`src/design/pata_pkg.sv`:
```
// ----------------------------------------------------------------------------
// pata_pkg
// Types, codes and sizes shared by the address aging table modules.
// ----------------------------------------------------------------------------
`default_nettype none

package pata_pkg;

  localparam int TRACK_COUNT_DEF = 8;
  localparam int ENTRIES_DEF     = 8;
  // slot and count fields are sized for the largest supported list
  localparam int MAX_ENTRIES     = 16;
  localparam int SLOT_W          = $clog2(MAX_ENTRIES);
  localparam int CNT_W           = $clog2(MAX_ENTRIES + 1);
  localparam int ADDR_W          = 16;
  localparam int TMO_W           = 8;
  localparam int TRK_W           = 3;
  localparam int FUNC_W          = 3;
  localparam logic [TMO_W-1:0] TMO_RESET = 8'd10;

  typedef enum logic [FUNC_W-1:0] {
    FN_TICK        = 3'd0,
    FN_ADD         = 3'd1,
    FN_REMOVE      = 3'd2,
    FN_CLEAR_TRACK = 3'd3,
    FN_CLEAR_ALL   = 3'd4,
    FN_LOOKUP      = 3'd5,
    FN_INIT        = 3'd6
  } func_t;

  typedef enum logic [1:0] {
    ST_OK        = 2'd0,
    ST_FULL      = 2'd1,
    ST_NOT_FOUND = 2'd2
  } status_t;

  typedef enum logic [2:0] {
    ROW_NOP,
    ROW_ADD,
    ROW_DROP,
    ROW_CLEAR,
    ROW_AGE
  } row_op_t;

  typedef enum logic [1:0] {
    S_IDLE,
    S_EXEC,
    S_TICK,
    S_DONE
  } state_t;

  typedef struct packed {
    row_op_t             op;
    logic [ADDR_W-1:0]   addr;
    logic [TMO_W-1:0]    tmo;
    logic [SLOT_W-1:0]   idx;
  } row_cmd_t;

  typedef struct packed {
    logic                found;
    logic [CNT_W-1:0]    count;
    logic                expire;
  } row_stat_t;

  typedef struct packed {
    logic load;
    logic shift;
    logic dec;
  } cell_ctl_t;

endpackage

`default_nettype wire

```
`src/design/pata_cell.sv`:
```
// ----------------------------------------------------------------------------
// pata_cell
// One list entry: address and timeout, loaded, aged or taken from the
// neighbor above when the list compacts.
// ----------------------------------------------------------------------------
`default_nettype none

module pata_cell (
  input  logic                          clk,
  input  pata_pkg::cell_ctl_t           ctl,
  input  logic [pata_pkg::ADDR_W-1:0]   load_addr,
  input  logic [pata_pkg::TMO_W-1:0]    load_tmo,
  input  logic [pata_pkg::ADDR_W-1:0]   up_addr,
  input  logic [pata_pkg::TMO_W-1:0]    up_tmo,
  output logic [pata_pkg::ADDR_W-1:0]   addr,
  output logic [pata_pkg::TMO_W-1:0]    tmo
);
  import pata_pkg::*;

  always_ff @(posedge clk) begin
    if (ctl.load) begin
      addr <= load_addr;
      tmo  <= load_tmo;
    end else if (ctl.shift) begin
      addr <= up_addr;
      tmo  <= up_tmo;
    end else if (ctl.dec) begin
      tmo <= tmo - 1'b1;
    end
  end

endmodule

`default_nettype wire

```
`src/design/pata_row.sv`:
```
// ----------------------------------------------------------------------------
// pata_row
// One track: a chain of entry cells plus the track's fill count. Search,
// append, reload, delete with compaction, clear and one aging step per command.
// ----------------------------------------------------------------------------
`default_nettype none

module pata_row #(
  parameter int ENTRIES = pata_pkg::ENTRIES_DEF
) (
  input  logic                clk,
  input  logic                rst,
  input  pata_pkg::row_cmd_t  cmd,
  output pata_pkg::row_stat_t stat
);
  import pata_pkg::*;

  localparam logic [CNT_W-1:0] FULL_CNT = CNT_W'(ENTRIES);

  logic [CNT_W-1:0]  count;
  logic [CNT_W-1:0]  count_next;
  logic [ADDR_W-1:0] addr_q  [ENTRIES];
  logic [TMO_W-1:0]  tmo_q   [ENTRIES];
  logic [ADDR_W-1:0] up_addr [ENTRIES];
  logic [TMO_W-1:0]  up_tmo  [ENTRIES];
  cell_ctl_t         ctl     [ENTRIES];
  logic [ENTRIES-1:0] match;
  logic              found;
  logic [SLOT_W-1:0] slot;
  logic              age_live;
  logic              age_expire;

  // search over live entries, lowest slot wins
  always_comb begin
    slot       = '0;
    age_expire = 1'b0;
    for (int i = 0; i < ENTRIES; i++) begin
      match[i] = (CNT_W'(i) < count) && (addr_q[i] == cmd.addr);
    end
    for (int i = ENTRIES - 1; i >= 0; i--) begin
      if (match[i]) slot = SLOT_W'(i);
    end
    found    = |match;
    age_live = CNT_W'(cmd.idx) < count;
    for (int i = 0; i < ENTRIES; i++) begin
      if (SLOT_W'(i) == cmd.idx) age_expire = (tmo_q[i] <= 8'd1);
    end
  end

  always_comb begin
    count_next = count;
    for (int i = 0; i < ENTRIES; i++) ctl[i] = '0;
    case (cmd.op)
      ROW_ADD: begin
        if (found) begin
          for (int i = 0; i < ENTRIES; i++) begin
            if (SLOT_W'(i) == slot) ctl[i].load = 1'b1;
          end
        end else if (count < FULL_CNT) begin
          for (int i = 0; i < ENTRIES; i++) begin
            if (CNT_W'(i) == count) ctl[i].load = 1'b1;
          end
          count_next = count + 1'b1;
        end
      end
      ROW_DROP: begin
        if (found) begin
          for (int i = 0; i < ENTRIES; i++) begin
            if (SLOT_W'(i) >= slot) ctl[i].shift = 1'b1;
          end
          count_next = count - 1'b1;
        end
      end
      ROW_CLEAR: begin
        count_next = '0;
      end
      ROW_AGE: begin
        if (age_live) begin
          if (age_expire) begin
            for (int i = 0; i < ENTRIES; i++) begin
              if (SLOT_W'(i) >= cmd.idx) ctl[i].shift = 1'b1;
            end
            count_next = count - 1'b1;
          end else begin
            for (int i = 0; i < ENTRIES; i++) begin
              if (SLOT_W'(i) == cmd.idx) ctl[i].dec = 1'b1;
            end
          end
        end
      end
      default: begin
      end
    endcase
  end

  for (genvar i = 0; i < ENTRIES; i++) begin : g_cell
    // top cell has no upper neighbor, its content past the count is dead
    if (i == ENTRIES - 1) begin : g_top
      assign up_addr[i] = addr_q[i];
      assign up_tmo[i]  = tmo_q[i];
    end else begin : g_mid
      assign up_addr[i] = addr_q[i+1];
      assign up_tmo[i]  = tmo_q[i+1];
    end

    pata_cell u_cell (
      .clk       (clk),
      .ctl       (ctl[i]),
      .load_addr (cmd.addr),
      .load_tmo  (cmd.tmo),
      .up_addr   (up_addr[i]),
      .up_tmo    (up_tmo[i]),
      .addr      (addr_q[i]),
      .tmo       (tmo_q[i])
    );
  end

  always_ff @(posedge clk) begin
    if (rst) begin
      count <= '0;
    end else begin
      count <= count_next;
    end
  end

  assign stat.found  = found;
  assign stat.count  = count;
  assign stat.expire = age_live && age_expire;

endmodule

`default_nettype wire

```
`config.mk`:
```
export PLATFORM = sky130hd
export DESIGN_NAME = pata_row
export DESIGN_NICKNAME = d
export VERILOG_FILES = /design/src/design/pata_pkg.sv /design/src/design/pata_cell.sv /design/src/design/pata_row.sv
export SDC_FILE = /design/constraint.sdc
export NUM_CORES = 1
export LEC_CHECK = 0
export BUFFER_PORTS_ARGS = -buffer_cell sky130_fd_sc_hd__buf_2
export CAP_MARGIN = 5
export CORE_UTILIZATION = 25
export DETAILED_ROUTE_END_ITERATION = 8
export PLACE_DENSITY_LB_ADDON = 0.2
export SYNTH_ARGS = -nofsm -noshare
export SYNTH_HDL_FRONTEND = slang
export SYNTH_SLANG_ARGS = --single-unit
```
`constraint.sdc`:
```
create_clock -name clk -period 8.8 [get_ports clk]
set_clock_uncertainty 0.05 [all_clocks]
set_input_delay 0.88 -clock clk [delete_from_list [all_inputs] [get_ports clk]]
set_output_delay 0.88 -clock clk [all_outputs]
set_load 0.01 [all_outputs]
```
Word-level counts from Yosys, hierarchy flattened
Cells that the tools add are included.

cells by class
  mux-type cells = 172
  order comparisons = 34
  add/subtract/negate cells = 10
  equality and inequality tests = 39
  reductions and logical operators = 31

operators by type and width
  operator                                                           number
  2-to-1 mux 16 bit                                                  14
  2-to-1 mux 8 bit                                                   24
  equality test 16 bit                                               8
  2-to-1 mux 1 bit                                                   104
  <= comparator 8 x 1 -> 1 bit (second input constant)               8
  subtractor 8 x 1 -> 8 bit (second input constant)                  8
  equality test 3 x 4 -> 1 bit (first input constant)                8
  greater-or-equal comparator 3 x 4 -> 1 bit (first input constant)  8
  2-to-1 mux 4 bit                                                   7
  2-to-1 mux 5 bit                                                   5
  nonzero test 3 bit                                                 7
  equality test 3 x 5 -> 1 bit (first input constant)                4
  < comparator 3 x 5 -> 1 bit (first input constant)                 4
  case mux 5 bit (4 select lines)                                    1
  equality test 2 x 4 -> 1 bit (first input constant)                4
  greater-or-equal comparator 1 x 4 -> 1 bit (first input constant)  4
  greater-or-equal comparator 2 x 4 -> 1 bit (first input constant)  4
  2-to-1 mux 2 bit                                                   8
  case mux 1 bit (2 select lines)                                    8
  nonzero test 2 bit                                                 8
  equality test 2 x 5 -> 1 bit (first input constant)                2
  < comparator 1 x 5 -> 1 bit (first input constant)                 2
  < comparator 2 x 5 -> 1 bit (first input constant)                 2
  inequality test 2 bit (second input constant)                      5
  other kinds (18)                                                   29

word-level totals
  input bits = 33
  register bits after elaboration = 197
  output and inout port bits = 7
  word-level logic and storage cells = 303

Depth between registers and ports, before layout
Gate-level depths: netlist of run 1.

  word-level depth = 16
  depth in mapped cells = 14
  mapped depth without buffers = 11

Hierarchy
A second synthesis of run 1 with hierarchy kept.

second synthesis, totals
  cell total of the unflattened synthesis = 1,142
  area, all modules = 12,782.3 sq um

by module, submodules not included
  module     cells each  area an instance (sq um)  times used
  pata_cell  93          1,242.4                   8
  pata_row   398         2,842.7                   1

Worst setup path after synthesis of run 1
No wires, ideal clock.

  path type = input to register
  start = in cmd[1] (netlist bit)
  end = reg g_cell[0].u_cell.tmo[0] (netlist bit) (enable)
  stages = 9
  buffers on the path = 0
  arrival time = 3,690 ps
  data required time = 8,375 ps
  setup slack = 4,686 ps
  cells stage by stage = ha_1 a21o_1 a21o_1 a21oi_1 o21ai_1 a311o_2 o41ai_4 or2_1 o21bai_1

between the ends
  longest elaborated chain between the ends = 13
  elaborated cells on any way between the ends = 26

ends and longest elaborated chain
  what                                                                        RTL line                        source
  start: declaration                                                          pata_row.sv:13                  input pata_pkg::row_cmd_t cmd,
  logical NOT 4 bit                                                           pata_row.sv:46, pata_row.sv:86
  2-to-1 mux 1 bit (8 in series)                                              pata_row.sv:46                  if (SLOT_W'(i) == cmd.idx) age_expire = (tmo_q[i] <= 8'd1);
  2-to-1 mux 1 bit                                                            pata_row.sv:79                  if (age_expire) begin
  2-to-1 mux 2 bit *                                                          pata_row.sv:78                  if (age_live) begin
  case mux 1 bit (2 select lines) / 2-to-1 mux 1 bit (equally long branches)  pata_row.sv:53                  case (cmd.op)
  nonzero test 3 bit (no line) *                                              n/a
  end signal: assignment                                                      pata_cell.sv:23                 tmo <= load_tmo;
  end signal: assignment                                                      pata_cell.sv:26                 tmo <= up_tmo;
  end signal: assignment                                                      pata_cell.sv:28                 tmo <= tmo - 1'b1;
  end: declaration                                                            pata_cell.sv:16                 output logic [pata_pkg::TMO_W-1:0] tmo

Every way passes the cells marked *; elsewhere a longest branch is shown, timed or not.
A chain may end at the register's enable or synchronous reset.

Worst setup path in the final report of run 1
  start = in cmd[18] (netlist bit)
  end = reg g_cell[1].u_cell.addr[9] (netlist bit) (enable)

between the ends
  longest elaborated chain between the ends = 15
  elaborated cells on any way between the ends = 34

ends and longest elaborated chain
  what                                                                                               RTL line                        source
  equality test 16 bit                                                                               pata_row.sv:38                  match[i] = (CNT_W'(i) < count) && (addr_q[i] == cmd.addr);
  logical AND 1 bit                                                                                  pata_row.sv:38
  2-to-1 mux 3 bit                                                                                   pata_row.sv:41                  if (match[i]) slot = SLOT_W'(i);
  2-to-1 mux 4 bit (7 in series)                                                                     pata_row.sv:41
  greater-or-equal comparator 1 x 4 -> 1 bit / equality test 1 x 4 -> 1 bit (equally long branches)  pata_row.sv:69, pata_row.sv:57
  2-to-1 mux 1 bit (on tied branches)                                                                pata_row.sv:69, pata_row.sv:57
  2-to-1 mux 1 bit (on tied branches)                                                                pata_row.sv:67, pata_row.sv:55
  case mux 1 bit (2 select lines) / 2-to-1 mux 1 bit (equally long branches)                         pata_row.sv:53
  nonzero test 2 bit (no line) *                                                                     n/a
  end signal: assignment                                                                             pata_cell.sv:22                 addr <= load_addr;
  end signal: assignment                                                                             pata_cell.sv:25                 addr <= up_addr;
  end: declaration                                                                                   pata_cell.sv:15                 output logic [pata_pkg::ADDR_W-1:0] addr,

Marks and branches as above.

==> results of run 1 <==
==> layer usage <==
| layer | share of wire [%] | GRT usage, % | vias up |
|---|---|---|---|
| li1 | - | - | 4003 |
| met1 | 47 | 19.3 | 4244 |
| met2 | 48 | 24.8 | 141 |
| met3 | 3.3 | 2.71 | 39 |
| met4 | 1.7 | 4.06 | 2 |
| met5 | 0.029 | 0 | - |
==> cell type report <==
cell class	instances	area [um2]	area share (%)
clock buffers	17	425	3.00
clock inverters	14	118	0.828
flip-flops and latches	197	5870	41.3
inverters	30	113	0.793
multi-input cells	788	6570	46.3
repair buffers	48	263	1.85
well taps	672	841	5.92
==> registers in the layout, summed over array words and instances (netlist names) <==
name	count
g_cell.u_cell.addr	128
g_cell.u_cell.tmo	64
count	5
==> path summary, 6_finish.rpt <==
kind	to	slack, ns	depth (start not counted)	start
setup / recovery	g_cell[1].u_cell.addr[9]$_DFFE_PP_	3.70	10	cmd[18]
hold / removal	g_cell[5].u_cell.addr[13]$_DFFE_PP_	0.54	1	g_cell[6].u_cell.addr[13]$_DFFE_PP_
setup reg to reg	g_cell[1].u_cell.addr[9]$_DFFE_PP_	3.97	9	count[1]$_SDFFE_PP0P_
hold reg to reg	g_cell[5].u_cell.addr[13]$_DFFE_PP_	0.54	1	g_cell[6].u_cell.addr[13]$_DFFE_PP_
==> through the flow <==
step	std cells	hold WS, ns	setup WS, ns	utilization [%]	area [um2]
2_1_floorplan	1075	0.501	4.69	-	12900
3_3_place_gp	1735	0.514	3.36	27.1	13700
3_5_place_dp	1735	0.527	3.28	27.1	13700
4_1_cts	1766	0.540	3.75	28.1	14200
5_1_grt	1766	0.566	3.44	28.1	14200
6_report	1766	0.536	3.70	28.1	14200
==> power groups by stage <==
stage                     logic (uW)  registers (uW)  clock network, uW
final                            181            1040                771
after global routing             198            1040                824
after detailed placement         182            1060                  0
after floorplan                  122            1060                  0
after global placement           184            1060                  0
after CTS                        183            1040                792
==> cells in the final DEF (no fill, tap or decap), types with 26 or more instances in the layout <==
| master | n |
|---|---|
| nand2_1 | 52 |
| buf_2 | 39 |
| edfxtp_1 | 192 |
| mux2_2 | 124 |
| xnor2_1 | 93 |
| mux2_1 | 62 |
| inv_1 | 30 |
| mux2i_1 | 26 |
| nor2_1 | 52 |
| xor2_1 | 87 |
==> kinds of logic (layout without fill, tap and decap cells) <==
logic type               Yosys count  in the layout  synth area share [%]
adder cells (fa/ha/maj)           24             24                  2.33
flip-flops                       197            197                  45.5
multiplexers                     213            213                  18.4
AO/OA/AOI/OAI                    104            104                  6.52
AND/OR/NAND/NOR                  267            267                  11.4
XOR/XNOR                         180            180                  12.2
buffers and inverters             90            109                  3.55
==> worst max-delay path: stages <==
cell and delay, ns:
buf_2 0.33, xor2_1 0.12, nor4_1 0.55, nand3_1 0.23, a311oi_2 0.63, and4b_1 0.38, and3_1 0.26, o2bb2ai_1 0.15
nand2_2 0.63, nand2_1 0.83
==> impl_metrics.yaml, run 1 <==
clock_network:
  cts_buffers: 17
  cts_resized: 0
  htreeDepth: 4
  holdBufCountCts: 0
  clk_pin_slew_ns: 0.07
  clock-root-buffer: "clkbuf_16"
  cts_setup_buffers: 0
  clock_path_buffers: 2
  clkLatencyLatePin_ns: 0.47
  cts.sinks: 197
  cts_tree: "built"
logic_synthesis:
  synth_warnings: 0
  yosys.area.top_type_share_pct: 44.8
  synth_area_um2: 12900
  ys.flop_type: "edfxtp_1"
  yosys-top-cells-area: "edfxtp_1 45%, mux2_2 11%, xnor2_1 6.3%, xor2_1 5.9%, mux2_1 5.4%"
  postSynthAreaPerCell_um2: 12.0
  synth.distinct_cells: 78
  yosys-top-cells-count: "192 x edfxtp_1, 124 x mux2_2, 93 x xnor2_1"
  yosysMostFrequentCell: "edfxtp_1"
  synth_seq_area_share_pct: 45.5
  synth-edff-count: 192
  synth_area_leader_cell: "edfxtp_1"
  ys_async_sr_fraction_pct: 0
  synth-seq-cells: 197
  syn_nets: 1132
  synth_cells: 1075
routing:
  wirelength_um: 38200
  drt_iter0_markers: 502
  ant_nets: 0
  vias: 8429
  drt-pass1-iter-count: 5
  via_per_inst: 4.77
  wl_per_cell_um: 21.6
  drc: 0
pwr:
  p_sw_uw: 534
  swShare_pct: 26.8
  power.total_uw: 1990
  clockPowerShare_pct: 38.7
  p_int_uw: 1460
  comb_power_share_pct: 9.1
  power.leakage_uw: 0.00470
  vdd_ir_drop_max_uv: 126
  power_frac_seq_pct: 52.2
  p_per_area_nw_per_um2: 140
setup_path:
  crit_arrival_ns: 5.02
  critPathMaxFanout: 26
  crit_path_start_kind: "primary input"
  endpoint_kind: "flop"
  crit_type: "primary input to flop"
  cp.required_ns: 8.72
floorplan:
  core_um2: 50500
  chipHeight_um: 229
  io_pins: 40
  die_w_um: 229
  rows: 82
  initial_core_util_pct: 25.5
  die_area_um2: 52400
timing:
  max_slew.worst_pin.slew_ns: 1.02
  setup-violations-final: 0
  hold_viol: 0
  max_freq_mhz: 196
  maxSlewViolCount: 0
  slew_headroom_pct: 31.6
  finalSetupTns_ns: 0
  fin_crit_sh_pct: 58.0
  rsz0062_at_grt: "false"
  finalCriticalPeriod_ns: 5.10
cells_and_area:
  final_nets: 1139
  drive_gt1_share_pct: 22.0
  area_delta_synth_final_pct: 10.2
  fillCellCount: 5231
  antenna_cells: 0
place:
  dp_hpwl_um: 28300
  port_buffers: 39
  gp_congestion: 0.856
global_routing:
  antenna_found_initial: 1
  grt_usage_pct: 14.8
  grt_pass1_wl_um: 57800
  overflow: 0
  grt_pass1_vias: 8759
  grt_max_degree: 34
hold_path:
  hp-class: "flop to flop"
job:
  drv_cap: 0
outcome:
  outcome: "finished, final reports clean"
Power figures use the tool's default switching activity.
==> run 2: changes to the inputs <==
==> constraint.sdc (replaced) <==
create_clock -name clk -period 4.6 [get_ports clk]
set_clock_uncertainty 0.05 [all_clocks]
set_input_delay 0.46 -clock clk [delete_from_list [all_inputs] [get_ports clk]]
set_output_delay 0.46 -clock clk [all_outputs]
set_load 0.01 [all_outputs]
==> impl_metrics.yaml, run 2 (synthesized netlist as in run 1, its figures left out) <==
global_routing:
  grt_pass1_wl_um: 55800
  grt_pass1_vias: 8692
  grt_usage_pct: 14.0
  antenna_found_initial: 0
  overflow: 0
  grt_max_degree: 33
setup_path:
  path_depth: 11
  crit_top_cell: "buf_4"
  crit_arrival_ns: 4.18
  crit_path_top_delay_cell: "nor2_1"
  crit_path_start_kind: "flop"
  ff2ff_path_depth: 11
  ff2ff_setup_slack_ns: 0.57
  r2r-end: "g_cell[5].u_cell.tmo[4]$_DFFE_PP_"
  critPathCapture: "g_cell[5].u_cell.tmo[4]$_DFFE_PP_"
  critPathMaxFanout: 24
  crit_buf_inv: 2
  startpoint: "count[4]$_SDFFE_PP0P_"
  crit_family: "simple AND/OR/NAND/NOR gates"
  crit_type: "flop to flop"
  reg2reg_from: "count[4]$_SDFFE_PP0P_"
  cpPeakStageDelay_ns: 0.54
  cp.required_ns: 4.75
  crit_path_cell_trace: "nor2_1 > o21ai_0 > nand4_1 > nor4_2 > buf_4 > nor3b_2 > nand3_1 > or4_1 > o41ai_4 > buf_4 > mux2_1"
  endpoint_kind: "flop"
clock_network:
  clkLatencyLatePin_ns: 0.47
  clk_pin_slew_ns: 0.08
  clock_path_buffers: 2
  cts_tree: "built"
  cts_buffers: 17
  htreeDepth: 4
  cts_setup_buffers: 0
  clock-root-buffer: "clkbuf_16"
  holdBufCountCts: 0
  cts_resized: 0
  cts.sinks: 197
cells_and_area:
  top_regs: "g_cell.u_cell.addr (128), g_cell.u_cell.tmo (64), count (5)"
  largest-register: "g_cell.u_cell.addr"
  mostFrequentLayoutCells: "192 x edfxtp_1, 124 x mux2_2, 93 x xnor2_1, 87 x xor2_1, 62 x mux2_1"
  area_delta_synth_final_pct: 12.2
  antenna_cells: 0
  final_common_cell: "edfxtp_1"
  fillCellCount: 5243
  final_area_um2: 14500
  drive_gt1_share_pct: 23.8
  final_nets: 1165
  largest_reg_flops: 128
timing:
  max_freq_mhz: 248
  slew_headroom_pct: 36.2
  max_slew.worst_pin.slew_ns: 0.953
  setup-violations-final: 0
  finalSetupTns_ns: 0
  maxSlewViolCount: 0
  hold_viol: 0
  rsz0062_at_grt: "false"
  holdWs_ns: 0.204
  fin_crit_sh_pct: 87.6
  finalCriticalPeriod_ns: 4.03
routing:
  wl_per_cell_um: 19.9
  drc: 0
  drt_iter0_markers: 479
  wirelength_um: 35700
  ant_nets: 0
  drt-pass1-iter-count: 4
  via_per_inst: 4.69
  vias: 8416
floorplan:
  io_pins: 40
  die_area_um2: 52400
  die_w_um: 229
  rows: 82
  core_um2: 50500
  initial_core_util_pct: 25.5
  chipHeight_um: 229
pwr:
  p_per_area_nw_per_um2: 269
  power.leakage_uw: 0.00488
  vdd_ir_drop_max_uv: 236
outcome:
  outcome: "finished, final reports clean"
place:
  place_area_um2: 13900
  gp_congestion: 0.838
  port_buffers: 39
  dp_hpwl_um: 27200
hold_path:
  hp-class: "primary input to flop"
job:
  drv_cap: 0
## run 2: power breakdown
part	total (uW)	switching [uW]	leakage, uW	internal, uW
Sequential	1980	14.6	0.00177	1970
Combinational	356	230	0.00282	125
Clock	1550	817	0.000284	730
## run 2: stage by stage
step / std cells / total power (uW) / worst slack [ns] / utilization (%)
final: 1793 / 3880 / 0.570 / 28.6
after global routing: 1793 / 4020 / 0.335 / 28.6
after CTS: 1793 / 3950 / 0.558 / 28.6
after detailed placement: 1761 / 2380 / 0.536 / 27.5
after global placement: 1761 / 2380 / 0.552 / 27.5
after floorplan: 1075 / 2250 / 0.657 / -
## run 2: worst min path at each step
| stage | start | to | slack [ns] | depth (start not counted) |
|---|---|---|---|---|
| floorplan | rst | count[3]$_SDFFE_PP0P_ | 0.48 | 1 |
| global placement | g_cell[7].u_cell.addr[9]$_DFFE_PP_ | g_cell[6].u_cell.addr[9]$_DFFE_PP_ | 0.52 | 1 |
| detailed placement | g_cell[6].u_cell.addr[12]$_DFFE_PP_ | g_cell[5].u_cell.addr[12]$_DFFE_PP_ | 0.52 | 1 |
| CTS | rst | count[0]$_SDFFE_PP0P_ | 0.19 | 2 |
| global route | rst | count[4]$_SDFFE_PP0P_ | 0.20 | 2 |
| finish | rst | count[3]$_SDFFE_PP0P_ | 0.20 | 2 |
## run 2: final cells by class
cell class	count	area, um2	share of cell area, %
Multi-Input combinational cell	788	6570	45.5
Timing Repair Buffer	74	483	3.34
Clock inverter	14	155	1.07
Sequential cell	197	5870	40.6
Clock buffer	18	429	2.97
Tap cell	672	841	5.81
Inverter	30	113	0.779
## run 2: layer usage
| layer | share of wire [%] | routed length, um | track usage, % | vias up |
|---|---|---|---|---|
| li1 | - | - | - | 4051 |
| met3 | 2.3 | 813 | 1.99 | 24 |
| met5 | 0 | 0 | 0 | - |
| met4 | 1.3 | 469 | 3.60 | 0 |
| met1 | 51 | 18400 | 20.2 | 4220 |
| met2 | 45 | 16000 | 21.6 | 121 |
==> run 3: changes to the inputs <==
--- a/config.mk
+++ b/config.mk
@@ -5,6 +5,7 @@
 export SDC_FILE = /design/constraint.sdc
 export NUM_CORES = 1
 export LEC_CHECK = 0
+export ABC_AREA = 1
 export BUFFER_PORTS_ARGS = -buffer_cell sky130_fd_sc_hd__buf_2
 export CAP_MARGIN = 5
 export CORE_UTILIZATION = 25
==> impl_metrics.yaml, run 3 <==
floorplan:
  io_pins: 40
  chipHeight_um: 238
  die_area_um2: 56700
  core_um2: 55100
  rows: 86
  initial_core_util_pct: 25.3
  die_w_um: 238
clock_network:
  htreeDepth: 4
  clock_path_buffers: 2
  cts_setup_buffers: 0
  cts_tree: "built"
  clkLatencyLatePin_ns: 0.47
  clk_pin_slew_ns: 0.07
  holdBufCountCts: 0
  cts_buffers: 17
  cts.sinks: 197
  clock-root-buffer: "clkbuf_16"
  cts_resized: 0
job:
  drv_cap: 0
logic_synthesis:
  yosys-top-cells-area: "edfxtp_1 41%, nand2_1 13%, nor2_1 5.1%, inv_1 5.0%, o21ai_0 4.3%"
  synth_cells: 1801
  synth-edff-count: 192
  synth_fa_ha_area_share_pct: 2.15
  synth-seq-cells: 197
  syn_nets: 1858
  postSynthAreaPerCell_um2: 7.74
  yosysMostFrequentCell: "nand2_1"
  ys.flop_type: "edfxtp_1"
  synth_compound_area_share_pct: 9.62
  synth_area_leader_cell: "edfxtp_1"
  yosys.area_share.simple_pct: 30.2
  synth_area_um2: 13900
  yosys-top-cells-count: "495 x nand2_1, 192 x edfxtp_1, 189 x nor2_1"
  synth_warnings: 0
  synth.distinct_cells: 54
  synth_xor_area_share_pct: 6.97
  synth_top_family_by_area: "simple AND/OR/NAND/NOR gates"
  ys_async_sr_fraction_pct: 0
  yosys.area.top_type_share_pct: 41.3
  synthMuxAreaShare_pct: 0
  synth_seq_area_share_pct: 42.1
routing:
  drt_iter0_markers: 909
  drc: 0
  via_per_inst: 4.65
  vias: 12007
  ant_nets: 0
  drt-pass1-iter-count: 5
  wl_per_cell_um: 18.1
  wirelength_um: 46800
timing:
  max_slew.worst_pin.slew_ns: 0.941
  maxSlewViolCount: 0
  setup-violations-final: 0
  slew_headroom_pct: 36.8
  finalSetupTns_ns: 0
  hold_viol: 0
  max_freq_mhz: 274
  rsz0062_at_grt: "false"
  holdWs_ns: 0.233
  fin_crit_sh_pct: 79.2
  finalCriticalPeriod_ns: 3.64
cells_and_area:
  largest-register: "g_cell.u_cell.addr"
  final_util_pct: 28.1
  area_delta_synth_final_pct: 11.0
  final_common_cell: "nand2_1"
  mostFrequentLayoutCells: "494 x nand2_1, 192 x edfxtp_1, 189 x nor2_1, 187 x inv_1, 119 x o21ai_0"
  antenna_cells: 0
  drive_gt1_share_pct: 9.53
  largest_reg_flops: 128
  final_cells: 2584
  top_regs: "g_cell.u_cell.addr (128), g_cell.u_cell.tmo (64), count (5)"
  final_nets: 1880
setup_path:
  critPathMaxFanout: 9
  cp.required_ns: 4.66
  ff2ff_setup_slack_ns: 0.96
  crit_type: "flop to flop"
  reg2reg_from: "count[2]$_SDFFE_PP0P_"
  endpoint_kind: "flop"
  r2r-end: "g_cell[4].u_cell.tmo[2]$_DFFE_PP_"
  crit_path_start_kind: "flop"
  crit_arrival_ns: 3.70
  ff2ff_path_depth: 11
outcome:
  outcome: "finished, final reports clean"
hold_path:
  hold-path-endpoint: "count[3]$_SDFFE_PP0P_"
  worstHoldStart: "rst"
  hold_depth: 4
  hp-class: "primary input to flop"
place:
  gp_congestion: 0.912
  port_buffers: 39
  dp_hpwl_um: 37300
  placed_cells_incl_taps: 2552
global_routing:
  antenna_found_initial: 0
  grt_pass1_vias: 11535
  grt_pass1_wl_um: 71000
  overflow: 0
  grt_max_degree: 36
  grt_usage_pct: 16.7
pwr:
  power.leakage_uw: 0.00654
  power.total_uw: 4120
  p_per_area_nw_per_um2: 267
  vdd_ir_drop_max_uv: 280
## run 3: routing by layer
metal	vias to the layer above	track usage [%]	part of all wire (%)
met5	-	0	0
met4	0	5.71	2.4
met3	53	2.00	3.7
met2	251	27.4	47
met1	5718	22.7	47
li1	5985	-	-
## run 3: report_power, final
group / switching (uW) / internal [uW] / total, uW
Clock: 729 / 912 / 1640
Sequential: 23.5 / 1970 / 2000
Combinational: 351 / 135 / 487
## run 3: cells by family after synthesis
group,count (synthesis)
buffers and inverters,277
adder cells (fa/ha/maj),24
AND/OR/NAND/NOR,954
AO/OA/AOI/OAI,238
flip-flops,197
XOR/XNOR,111
## run 3: worst max path at each step
stage | from | end | slack [ns] | cells past startpoint
floorplan | count[2]$_SDFFE_PP0P_ | g_cell[4].u_cell.addr[0]$_DFFE_PP_ | 1.40 | 13
global placement | cmd[25] | g_cell[4].u_cell.tmo[4]$_DFFE_PP_ | 0.67 | 14
detailed placement | cmd[25] | g_cell[5].u_cell.tmo[6]$_DFFE_PP_ | 0.67 | 17
CTS | count[2]$_SDFFE_PP0P_ | g_cell[4].u_cell.tmo[2]$_DFFE_PP_ | 0.97 | 11
global route | g_cell[1].u_cell.tmo[0]$_DFFE_PP_ | g_cell[4].u_cell.tmo[2]$_DFFE_PP_ | 0.60 | 16
finish | count[2]$_SDFFE_PP0P_ | g_cell[4].u_cell.tmo[2]$_DFFE_PP_ | 0.96 | 11
## run 3: stage by stage
step                cell area (um2)  setup slack (ns)
floorplan                     13900              1.40
global placement              14900             0.668
detailed placement            14900             0.665
CTS                           15500             0.973
global route                  15500             0.604
finish                        15500             0.955
## run 3: cell type report
| cell class | count | area [um2] |
|---|---|---|
| Clock buffer | 20 | 437 |
| Clock inverter | 12 | 176 |
| Fill cell | 6080 | 39600 |
| Inverter | 208 | 783 |
| Multi-Input combinational cell | 1327 | 6820 |
| Sequential cell | 197 | 5870 |
| Tap cell | 748 | 936 |
| Timing Repair Buffer | 72 | 455 |
## run 3: critical path: stages (launching register included)
cell and delay, ns:
dfxtp_1 0.66, inv_2 0.18, ha_1 0.34, nand3_1 0.08, o221ai_1 0.50, nor2_1 0.22
inv_1 0.09, nor2_1 0.05, o21ai_1 0.38, nand2_2 0.26, inv_1 0.16, nand3_1 0.31
